--- config.mk ---
export PLATFORM = sky130hd
export DESIGN_NAME = signed_number_to_seven_segment_top_flat
export DESIGN_NICKNAME = d
export VERILOG_FILES = /design/src/rtl/core/sn7s_pkg.sv /design/src/rtl/core/sn7s_in_if.sv /design/src/rtl/core/sn7s_out_if.sv /design/src/rtl/core/sn7s_dpath.sv /design/src/rtl/core/sn7s_ctrl.sv /design/src/rtl/core/signed_number_to_seven_segment_top.sv /design/src/flat_wrapper.sv
export SDC_FILE = /design/constraint.sdc
export NUM_CORES = 1
export LEC_CHECK = 0
export ABC_AREA = 1
export BUFFER_PORTS_ARGS = -buffer_cell sky130_fd_sc_hd__buf_2
export CAP_MARGIN = 15
export CORE_ASPECT_RATIO = 0.6
export CORE_MARGIN = 1.5
export CORE_UTILIZATION = 50
export DETAILED_ROUTE_END_ITERATION = 6
export HOLD_SLACK_MARGIN = 0.02
export PLACE_DENSITY = 0.72
export SYNTH_ARGS = -nofsm -noshare
export SYNTH_HDL_FRONTEND = slang
export SYNTH_HIERARCHICAL = 1
export SYNTH_SLANG_ARGS = --single-unit
export TNS_END_PERCENT = 20
--- constraint.sdc ---
create_clock -name clk -period 17.9 [get_ports clk]
set_input_delay 0.895 -clock clk [delete_from_list [all_inputs] [get_ports clk]]
set_output_delay 0.895 -clock clk [all_outputs]
set_load 0.05 [all_outputs]
--- src/rtl/core/sn7s_pkg.sv ---
`timescale 1ns / 1ps
`default_nettype none

package sn7s_pkg;

	localparam int VALUE_W = 32;
	localparam int ADDR_W  = 4;
	localparam int SEG_W   = 8;
	localparam int DIGIT_W = 4;
	localparam int QUOT_W  = 29;

	// floor(x / 10) == (x * RECIP10) >> RECIP10_SHIFT for every 32-bit x
	localparam logic [VALUE_W-1:0] RECIP10       = 32'hCCCC_CCCD;
	localparam int                 RECIP10_SHIFT = 35;

	localparam logic [SEG_W-1:0] SEG_BLANK = 8'h00;
	localparam logic [SEG_W-1:0] SEG_MINUS = 8'h01;

	typedef struct packed {
		logic capture;
		logic emit_clear;
		logic start_div;
		logic emit_digit;
		logic emit_minus;
		logic last;
	} cmd_t;

	typedef struct packed {
		logic out_free;
		logic pos_end;
		logic quot_zero;
		logic negative;
	} sts_t;

	function automatic logic [SEG_W-1:0] seg_of(input logic [DIGIT_W-1:0] d);
		logic [SEG_W-1:0] s;
		unique case (d)
			4'd0:    s = 8'h7E;
			4'd1:    s = 8'h30;
			4'd2:    s = 8'h6D;
			4'd3:    s = 8'h79;
			4'd4:    s = 8'h33;
			4'd5:    s = 8'h5B;
			4'd6:    s = 8'h5F;
			4'd7:    s = 8'h70;
			4'd8:    s = 8'h7F;
			4'd9:    s = 8'h7B;
			default: s = SEG_BLANK;
		endcase
		return s;
	endfunction

endpackage

`default_nettype wire

--- src/rtl/core/sn7s_in_if.sv ---
`timescale 1ns / 1ps
`default_nettype none

interface sn7s_in_if;
	logic                                 valid;
	logic                                 ready;
	logic signed [sn7s_pkg::VALUE_W-1:0]  value;

	modport source (output valid, output value, input ready);
	modport sink   (input valid, input value, output ready);
endinterface

`default_nettype wire

--- src/rtl/core/sn7s_out_if.sv ---
`timescale 1ns / 1ps
`default_nettype none

interface sn7s_out_if;
	logic                          valid;
	logic                          ready;
	logic [sn7s_pkg::ADDR_W-1:0]   digit_address;
	logic [sn7s_pkg::SEG_W-1:0]    segment_pattern;
	logic                          last_write;

	modport source (output valid, output digit_address, output segment_pattern,
		output last_write, input ready);
	modport sink   (input valid, input digit_address, input segment_pattern,
		input last_write, output ready);
endinterface

`default_nettype wire

--- src/rtl/core/sn7s_dpath.sv ---
`timescale 1ns / 1ps
`default_nettype none

module sn7s_dpath #(
	parameter int POSITION_COUNT = 8
) (
	input  wire logic                                clk,
	input  wire logic                                arst_n,
	input  wire logic signed [sn7s_pkg::VALUE_W-1:0] value,
	input  wire sn7s_pkg::cmd_t                      cmd,
	output sn7s_pkg::sts_t                           sts,
	output logic                                     out_valid,
	input  wire logic                                out_ready,
	output logic [sn7s_pkg::ADDR_W-1:0]              digit_address,
	output logic [sn7s_pkg::SEG_W-1:0]               segment_pattern,
	output logic                                     last_write
);

	localparam logic [sn7s_pkg::ADDR_W-1:0] PosLast  = sn7s_pkg::ADDR_W'(POSITION_COUNT);
	localparam logic [sn7s_pkg::ADDR_W-1:0] PosFirst = sn7s_pkg::ADDR_W'(1);

	logic [sn7s_pkg::VALUE_W-1:0] mag_q;
	logic                         neg_q;
	logic [sn7s_pkg::QUOT_W-1:0]  quot_q;
	logic [sn7s_pkg::ADDR_W-1:0]  pos_q;

	logic                         ovalid_q;
	logic [sn7s_pkg::ADDR_W-1:0]  addr_q;
	logic [sn7s_pkg::SEG_W-1:0]   seg_q;
	logic                         last_q;

	logic [2*sn7s_pkg::VALUE_W-1:0] prod;
	logic [sn7s_pkg::VALUE_W-1:0]   quot10;
	logic [sn7s_pkg::VALUE_W-1:0]   rem_full;
	logic [sn7s_pkg::DIGIT_W-1:0]   digit;
	logic                           out_free;
	logic                           emit_any;

	assign prod     = {{sn7s_pkg::VALUE_W{1'b0}}, mag_q}
		* {{sn7s_pkg::VALUE_W{1'b0}}, sn7s_pkg::RECIP10};
	// q*10 as (q << 3) + (q << 1)
	assign quot10   = {quot_q, 3'b000} + {2'b00, quot_q, 1'b0};
	assign rem_full = mag_q - quot10;
	assign digit    = rem_full[sn7s_pkg::DIGIT_W-1:0];

	assign out_free = !ovalid_q || out_ready;
	assign emit_any = cmd.emit_clear || cmd.emit_digit || cmd.emit_minus;

	always_ff @(posedge clk) begin
		if (cmd.capture) begin
			mag_q <= value[sn7s_pkg::VALUE_W-1] ? (~value + 32'd1) : value;
			neg_q <= value[sn7s_pkg::VALUE_W-1];
			pos_q <= PosFirst;
		end
		if (cmd.start_div) begin
			quot_q <= prod[sn7s_pkg::RECIP10_SHIFT +: sn7s_pkg::QUOT_W];
		end
		if (cmd.emit_clear) begin
			pos_q <= (pos_q == PosLast) ? PosFirst : pos_q + PosFirst;
		end
		if (cmd.emit_digit) begin
			mag_q <= {{(sn7s_pkg::VALUE_W-sn7s_pkg::QUOT_W){1'b0}}, quot_q};
			pos_q <= pos_q + PosFirst;
		end
	end

	always_ff @(posedge clk) begin
		if (emit_any) begin
			addr_q <= pos_q;
			last_q <= cmd.last;
			if (cmd.emit_digit) begin
				seg_q <= sn7s_pkg::seg_of(digit);
			end else if (cmd.emit_minus) begin
				seg_q <= sn7s_pkg::SEG_MINUS;
			end else begin
				seg_q <= sn7s_pkg::SEG_BLANK;
			end
		end
	end

	always_ff @(posedge clk or negedge arst_n) begin
		if (!arst_n) begin
			ovalid_q <= 1'b0;
		end else if (emit_any) begin
			ovalid_q <= 1'b1;
		end else if (out_ready) begin
			ovalid_q <= 1'b0;
		end
	end

	assign sts.out_free  = out_free;
	assign sts.pos_end   = (pos_q == PosLast);
	assign sts.quot_zero = (quot_q == '0);
	assign sts.negative  = neg_q;

	assign out_valid       = ovalid_q;
	assign digit_address   = addr_q;
	assign segment_pattern = seg_q;
	assign last_write      = last_q;

	a_one_cmd: assert property (@(posedge clk) disable iff (!arst_n)
		$onehot0({cmd.capture, cmd.emit_clear, cmd.start_div, cmd.emit_digit, cmd.emit_minus}))
		else $error("more than one datapath command at once");

	a_emit_free: assert property (@(posedge clk) disable iff (!arst_n)
		emit_any |-> out_free)
		else $error("word loaded while output register is still held");

	a_digit_range: assert property (@(posedge clk) disable iff (!arst_n)
		cmd.emit_digit |-> (digit < 4'd10))
		else $error("remainder out of decimal range");

	a_addr_range: assert property (@(posedge clk) disable iff (!arst_n)
		$past(emit_any) |-> (addr_q != '0) && (addr_q <= PosLast))
		else $error("digit address outside display");

endmodule

`default_nettype wire

--- src/rtl/core/sn7s_ctrl.sv ---
`timescale 1ns / 1ps
`default_nettype none

module sn7s_ctrl (
	input  wire logic           clk,
	input  wire logic           arst_n,
	input  wire logic           in_valid,
	output logic                in_ready,
	input  wire sn7s_pkg::sts_t sts,
	output sn7s_pkg::cmd_t      cmd
);

	localparam logic [2:0] StIdle  = 3'd0;
	localparam logic [2:0] StClear = 3'd1;
	localparam logic [2:0] StDiv   = 3'd2;
	localparam logic [2:0] StDigit = 3'd3;
	localparam logic [2:0] StMinus = 3'd4;

	logic [2:0] state_q;
	logic [2:0] state_d;
	logic       more_digits;
	logic       minus_next;

	assign more_digits = !sts.quot_zero && !sts.pos_end;
	assign minus_next  = sts.negative && !sts.pos_end;

	always_comb begin
		state_d  = state_q;
		cmd      = '0;
		in_ready = 1'b0;
		unique case (state_q)
			StIdle: begin
				in_ready = 1'b1;
				if (in_valid) begin
					cmd.capture = 1'b1;
					state_d     = StClear;
				end
			end
			StClear: begin
				if (sts.out_free) begin
					cmd.emit_clear = 1'b1;
					if (sts.pos_end) begin
						state_d = StDiv;
					end
				end
			end
			StDiv: begin
				cmd.start_div = 1'b1;
				state_d       = StDigit;
			end
			StDigit: begin
				if (sts.out_free) begin
					cmd.emit_digit = 1'b1;
					cmd.last       = !more_digits && !minus_next;
					if (more_digits) begin
						state_d = StDiv;
					end else if (minus_next) begin
						state_d = StMinus;
					end else begin
						state_d = StIdle;
					end
				end
			end
			StMinus: begin
				if (sts.out_free) begin
					cmd.emit_minus = 1'b1;
					cmd.last       = 1'b1;
					state_d        = StIdle;
				end
			end
			default: begin
				state_d = StIdle;
			end
		endcase
	end

	always_ff @(posedge clk or negedge arst_n) begin
		if (!arst_n) begin
			state_q <= StIdle;
		end else begin
			state_q <= state_d;
		end
	end

	a_last_to_idle: assert property (@(posedge clk) disable iff (!arst_n)
		cmd.last |=> (state_q == StIdle))
		else $error("final word sent but controller did not return to idle");

	a_clear_before_digit: assert property (@(posedge clk) disable iff (!arst_n)
		(state_q == StDiv) |-> ($past(state_q) == StClear || $past(state_q) == StDigit))
		else $error("division started out of order");

endmodule

`default_nettype wire

--- src/rtl/core/signed_number_to_seven_segment_top.sv ---
// Each number taken yields P blanking writes first, then one word per decimal digit,
// computed in StDiv (divide-by-ten multiply) and then StDigit (remainder), and a minus
// word if negative and a position is left; P = DIGIT_COUNT held to 1..8. Digits beyond P are dropped.
// Reset (arst_n low) returns the controller to idle and drops any pending word;
// no state is kept between numbers.
`timescale 1ns / 1ps
`default_nettype none

module signed_number_to_seven_segment_top #(
	parameter int DIGIT_COUNT = 8
) (
	input  wire logic  clk,
	input  wire logic  arst_n,
	sn7s_in_if.sink    in,
	sn7s_out_if.source out
);

	localparam int PositionCount = (DIGIT_COUNT < 1) ? 1 : ((DIGIT_COUNT > 8) ? 8 : DIGIT_COUNT);

	sn7s_pkg::cmd_t cmd;
	sn7s_pkg::sts_t sts;
	logic           in_ready;

	assign in.ready = in_ready;

	sn7s_ctrl u_ctrl (
		.clk      (clk),
		.arst_n   (arst_n),
		.in_valid (in.valid),
		.in_ready (in_ready),
		.sts      (sts),
		.cmd      (cmd)
	);

	sn7s_dpath #(
		.POSITION_COUNT (PositionCount)
	) u_dpath (
		.clk             (clk),
		.arst_n          (arst_n),
		.value           (in.value),
		.cmd             (cmd),
		.sts             (sts),
		.out_valid       (out.valid),
		.out_ready       (out.ready),
		.digit_address   (out.digit_address),
		.segment_pattern (out.segment_pattern),
		.last_write      (out.last_write)
	);

endmodule

`default_nettype wire

--- src/flat_wrapper.sv ---
// flat-port wrapper written by rule: the top's interface ports become plain ports
module signed_number_to_seven_segment_top_flat 
#(
	parameter int DIGIT_COUNT = 8
)
  (clk, arst_n, in_valid, in_value, in_ready, out_valid, out_digit_address, out_segment_pattern, out_last_write, out_ready);
  sn7s_in_if in_i ();
  sn7s_out_if out_i ();
  input  wire logic clk;
  input  wire logic arst_n;
  input wire logic [$bits(in_i.valid)-1:0] in_valid;
  input wire logic [$bits(in_i.value)-1:0] in_value;
  output wire logic [$bits(in_i.ready)-1:0] in_ready;
  output wire logic [$bits(out_i.valid)-1:0] out_valid;
  output wire logic [$bits(out_i.digit_address)-1:0] out_digit_address;
  output wire logic [$bits(out_i.segment_pattern)-1:0] out_segment_pattern;
  output wire logic [$bits(out_i.last_write)-1:0] out_last_write;
  input wire logic [$bits(out_i.ready)-1:0] out_ready;
  assign in_i.valid = in_valid;
  assign in_i.value = in_value;
  assign in_ready = in_i.ready;
  assign out_valid = out_i.valid;
  assign out_digit_address = out_i.digit_address;
  assign out_segment_pattern = out_i.segment_pattern;
  assign out_last_write = out_i.last_write;
  assign out_i.ready = out_ready;
  signed_number_to_seven_segment_top #(.DIGIT_COUNT(DIGIT_COUNT)) u_core (.clk(clk), .arst_n(arst_n), .in(in_i), .out(out_i));
endmodule
# Yosys cells after proc, flatten, opt, wreduce, memory -nomap -nowiden

Memories as Yosys holds them, arrays and structs flattened.
Cells that the tools add are included.

Bitwise logic cells: 1
Equality and inequality tests: 10
Add/subtract/negate cells: 4
Reduce and logical (&&, ||, !) cells: 17
Mux-type cells: 30
$mul: 1

Operator list:

| cell                                                 | number |
|---|---|
| multiplier 32 x 32 -> 64 bit (second input constant) | 1 |
| 2-to-1 mux 29 bit                                    | 2 |
| adder 32 x 1 -> 32 bit (second input constant)       | 1 |
| 2-to-1 mux 32 bit                                    | 1 |
| inverter 32 bit                                      | 1 |
| zero test 29 bit                                     | 1 |
| 2-to-1 mux 3 bit                                     | 7 |
| 2-to-1 mux 4 bit                                     | 4 |
| one-hot mux 3 bit (5 select lines)                   | 1 |
| 2-to-1 mux 1 bit                                     | 12 |
| inequality test 2 bit (second input constant)        | 5 |
| 2-to-1 mux 8 bit                                     | 1 |
| == test 3 x 2 -> 1 bit (second input constant)       | 2 |
| zero test 1 bit                                      | 5 |
| AND reduction 5 bit                                  | 1 |
| adder 4 x 1 -> 4 bit (second input constant)         | 1 |
| adder 4 bit                                          | 1 |
| == test 4 bit (second input constant)                | 1 |
| nonzero test 2 bit                                   | 2 |
| subtractor 4 bit                                     | 1 |
| == test 3 x 1 -> 1 bit (second input constant)       | 1 |
| == test 3 bit (second input constant)                | 1 |
| logical AND 1 bit                                    | 3 |
| zero test 3 bit                                      | 1 |
| other kinds (4)                                      | 6 |

Register bits after elaboration: 83
ROM bits: 112
Word-level logic and storage cells: 74
Memories: 1
Input port bits: 36
Output and inout bits: 15

Memory list:

| name             | depth | width | rd ports | clocked after Yosys merged registers in | wr ports | line           | text |
|---|---|---|---|---|---|---|---|
| (name not given) | 16    | 7     | 1        | 0                                       | 0        | sn7s_pkg.sv:37 | `unique case (d)` |

# Depth between registers and ports, before layout

Depth in word-level cells: 7
Mapped depth: 32
Gate-level depth less buffers: 31

# Hierarchy

Netlist, hierarchy kept.

Modules (own cells, without submodules):

| module     | area each (um2) | instances | cells an instance | sequential area each (um2) |
|---|---|---|---|---|
| sn7s_dpath | 22658.0         | 1         | 2734              | 2337.2 |
| sn7s_ctrl  | 302.8           | 1         | 50                | 75.1 |

# Worst setup path after synthesis

No wires, ideal clock.

Path type: reg-to-reg
Start: register u_core/u_dpath/mag_q[20] (netlist name)
End: register u_core/u_dpath/quot_q[6] (netlist name), data pin
Required time: 17647 ps
Data arrival time: 5730 ps
Setup time: 253 ps
Clock period less this slack: 5983 ps
Setup slack: 11917 ps
Path buffers: 0
Cell stages (with the launch flop): 25
Path through: edfxtp_1 ha_1 inv_1 fa_1 inv_1 fa_1 inv_1 fa_1 inv_1 fa_1 fa_1 fa_1 inv_1 fa_1 inv_1 ha_1 nand2_1 nor2_1 inv_1 nor2_2 nand2_1 nor4_1 nand2_1 nand4_1 nand2_1

Cells in the longest elaborated chain, start to end: 1

Ends and longest elaborated chain:

| what                              | line             | text |
|---|---|---|
| start: declaration                | sn7s_dpath.sv:22 | `logic [sn7s_pkg::VALUE_W-1:0] mag_q;` |
| start signal: assignment          | sn7s_dpath.sv:51 | `mag_q <= value[sn7s_pkg::VALUE_W-1] ? (~value + 32'd1) : value;` |
| start signal: assignment          | sn7s_dpath.sv:62 | `mag_q <= {{(sn7s_pkg::VALUE_W-sn7s_pkg::QUOT_W){1'b0}}, quot_q};` |
| multiplier 32 x 32 -> 64 bit      | sn7s_dpath.sv:40 | `* {{sn7s_pkg::VALUE_W{1'b0}}, sn7s_pkg::RECIP10};` |
| via u_core.u_dpath.prod (one bit) | sn7s_dpath.sv:32 | `logic [2*sn7s_pkg::VALUE_W-1:0] prod;` |
| end signal: assignment            | sn7s_dpath.sv:56 | `quot_q <= prod[sn7s_pkg::RECIP10_SHIFT +: sn7s_pkg::QUOT_W];` |
| end: declaration                  | sn7s_dpath.sv:24 | `logic [sn7s_pkg::QUOT_W-1:0] quot_q;` |

The timed path passes the listed nets, and every way through them passes these cells.
A chain may end at the register's enable or synchronous reset.

# Final worst setup path

Start: register u_core/u_dpath/mag_q[5] (netlist name)
End: register u_core/u_dpath/quot_q[19] (netlist name), data pin

Same word-level chain as after synthesis.

==> impl_metrics.yaml <==
logic_synthesis:
  synthFlopType: "edfxtp_1"
  synth_cell_types: 46
  syn_avg_cell_area_sq_um: 8.25
  yosysWarnings: 6
  seq_area_frac_synth: 0.105
  syn_area_sq_um: 23000
  synthCells: 2784
  synth-edff-count: 75
  synth_seq_cells: 82
  synthesis.nets: 3564
  synthArstFlopShare: 0.0488
critical_path:
  worstPathRequired_ns: 18.03
  arrival_ns: 7.38
  r2r_slack_ns: 10.64
  path_max_fanout: 8
  cp-start-kind: "register"
  cp-end-kind: "register"
  reg2reg_to: "u_core/u_dpath/quot_q[19]$_DFFE_PP_"
  r2r_start: "u_core/u_dpath/mag_q[5]$_DFFE_PP_"
  critPathKind: "register to register"
  reg2regPathDepth: 19
sta:
  fmax_ghz: 0.138
  hold_violations: 0
  fin_crit_ns: 7.26
  fin_skew_ns: 0.00971
  tightest_slew_ns: 0.811
  rsz0062_at_grt: "no"
  maxSlewHeadroom: 0.455
  period_share: 0.405
  finalSetupViolCount: 0
  drv_slew: 0
  fin_setup_tns_ns: 0
detailed_routing:
  vias_per_cell: 5.44
  first_pass_iters: 6
  drt-total-wl_mm: 79.0
  drt_iter0_drc: 1757
  route.detailed.drc: 0
  detailroute.via_count: 18635
  antenna_left: 0
  wire_per_inst_um: 23.1
placed_design:
  place_congestion: 1.07
  portBuffers: 49
  post-dp-hpwl_mm: 71.1
global_route:
  grt_overflow: 0
  antenna_found_initial: 4
  track_usage: 0.348
  grt_pass1_wl_mm: 119
  grt_pass1_vias: 19164
  grt_max_degree: 45
clocking:
  cts_buffers: 9
  h-tree-depth: 3
  cts_setup_buffers: 0
  clock_path_buffers: 2
  cts_tree: "built"
  ctsResizeCount: 0
  root_buffer: "clkbuf_16"
  path_clk_slew_ns: 0.08
  clock-sinks: 82
  clk_latency_ns: 0.37
  cts_hold_buffers: 0
floorplan:
  start_util: 0.510
  core_area_sq_um: 45000
  die_w_um: 280
  die_area_sq_um: 47300
  rows: 60
  die_h_um: 169
  boundaryPins: 51
worst_hold_path:
  min_path_type: "primary input to async pin"
status:
  status: "finished, final reports clean"
cells_and_area:
  final_cell_mix: "inv_1 (786), nand2_1 (527), fa_1 (386), ha_1 (358), nor2_1 (181)"
  drive_gt1_frac: 0.0346
  final_nets: 3608
  syn_to_final_growth_pct: 5.28
  final_common_cell: "inv_1"
job:
  max_cap_violations: 0
## worst max-delay path by stage
stage,from,cells after the start,to,slack [ns]
global placement,u_core/u_dpath/mag_q[5]$_DFFE_PP_,21,u_core/u_dpath/quot_q[2]$_DFFE_PP_,10.79
floorplan,u_core/u_dpath/mag_q[20]$_DFFE_PP_,24,u_core/u_dpath/quot_q[6]$_DFFE_PP_,11.92
finish,u_core/u_dpath/mag_q[5]$_DFFE_PP_,19,u_core/u_dpath/quot_q[19]$_DFFE_PP_,10.64
CTS,u_core/u_dpath/mag_q[18]$_DFFE_PP_,24,u_core/u_dpath/quot_q[2]$_DFFE_PP_,10.80
detailed placement,u_core/u_dpath/mag_q[1]$_DFFE_PP_,20,u_core/u_dpath/quot_q[27]$_DFFE_PP_,10.87
global route,u_core/u_dpath/mag_q[18]$_DFFE_PP_,22,u_core/u_dpath/quot_q[27]$_DFFE_PP_,10.40
## flip-flops by register name, summed over array words and instances (netlist names)
name and cells:
u_core/u_ctrl/state_q 3, u_core/u_dpath/digit_address 4, u_core/u_dpath/last_write 1, u_core/u_dpath/mag_q 32, u_core/u_dpath/neg_q 1, u_core/u_dpath/out_valid 1, u_core/u_dpath/pos_q 4, u_core/u_dpath/quot_q 29
u_core/u_dpath/segment_pattern 7
## final cells by class
| cell class | instances | area [sq um] |
|---|---|---|
| Timing Repair Buffer | 53 | 275 |
| Antenna cell | 2 | 5.00 |
| Fill cell | 4279 | 20900 |
| Clock inverter | 7 | 68.8 |
| Multi-Input combinational cell | 1892 | 17500 |
| Inverter | 790 | 2970 |
| Sequential cell | 82 | 2410 |
| Clock buffer | 9 | 225 |
| Tap cell | 589 | 737 |
## cell families after synthesis
| group | count (synthesis) | synth area share |
|---|---|---|
| xor+xnor | 55 | 0.0213 |
| other cells | 1 | 0.000163 |
| flops | 82 | 0.105 |
| compound gates | 219 | 0.0521 |
| simple gates | 873 | 0.156 |
| fa+ha+maj | 744 | 0.532 |
| buf+inv | 810 | 0.134 |
## routing by layer
| layer | vias up | global-route usage | routed length (um) |
|---|---|---|---|
| li1 | 8509 | - | - |
| met1 | 9050 | 0.505 | 35000 |
| met2 | 987 | 0.459 | 29600 |
| met3 | 87 | 0.183 | 12900 |
| met4 | 2 | 0.0609 | 1410 |
| met5 | - | 0 | 11 |
## cell usage after synthesis, types with 11 or more instances
master	count	area, sq um
inv_1	786	2950
nand2_1	527	1980
fa_1	386	7730
ha_1	358	4480
nor2_1	181	679
a21oi_1	104	521
nand3_1	88	440
edfxtp_1	75	2250
o21ai_0	72	360
xor2_1	43	377
nor3_1	22	110
nand4_1	16	100
a21o_1	13	97.6
clkbuf_1	12	45.0
nor4_1	12	75.1
xnor2_1	11	96.3
## worst max-delay path: stages, from the launching register on
cell and delay (ns):
edfxtp_1 0.68, ha_1 0.61, xor2_1 0.60, xor2_1 0.34, fa_1 0.49, fa_1 0.54, fa_1 0.44, fa_1 0.48
fa_1 0.50, inv_1 0.05, fa_1 0.49, inv_1 0.05, ha_1 0.38, nand2_1 0.16, nor3_1 0.59, nand2_1 0.22
nand2_1 0.15, nand2_1 0.08, nand4_1 0.09, nand2_1 0.05
## metrics by stage
stage	cell area, sq um	hold slack [ns]	utilization	setup WS (ns)	instances
global route	24200	0.312	0.537	10.40	3422
floorplan	23000	0.472	-	11.92	2784
finish	24200	0.318	0.537	10.64	3424
CTS	24200	0.311	0.537	10.80	3422
detailed placement	23900	0.506	0.530	10.87	3406
global placement	23900	0.497	0.530	10.79	3406
Power is not shown: default switching activity piles up to over one toggle a cycle in this logic, so the estimate is an artifact.
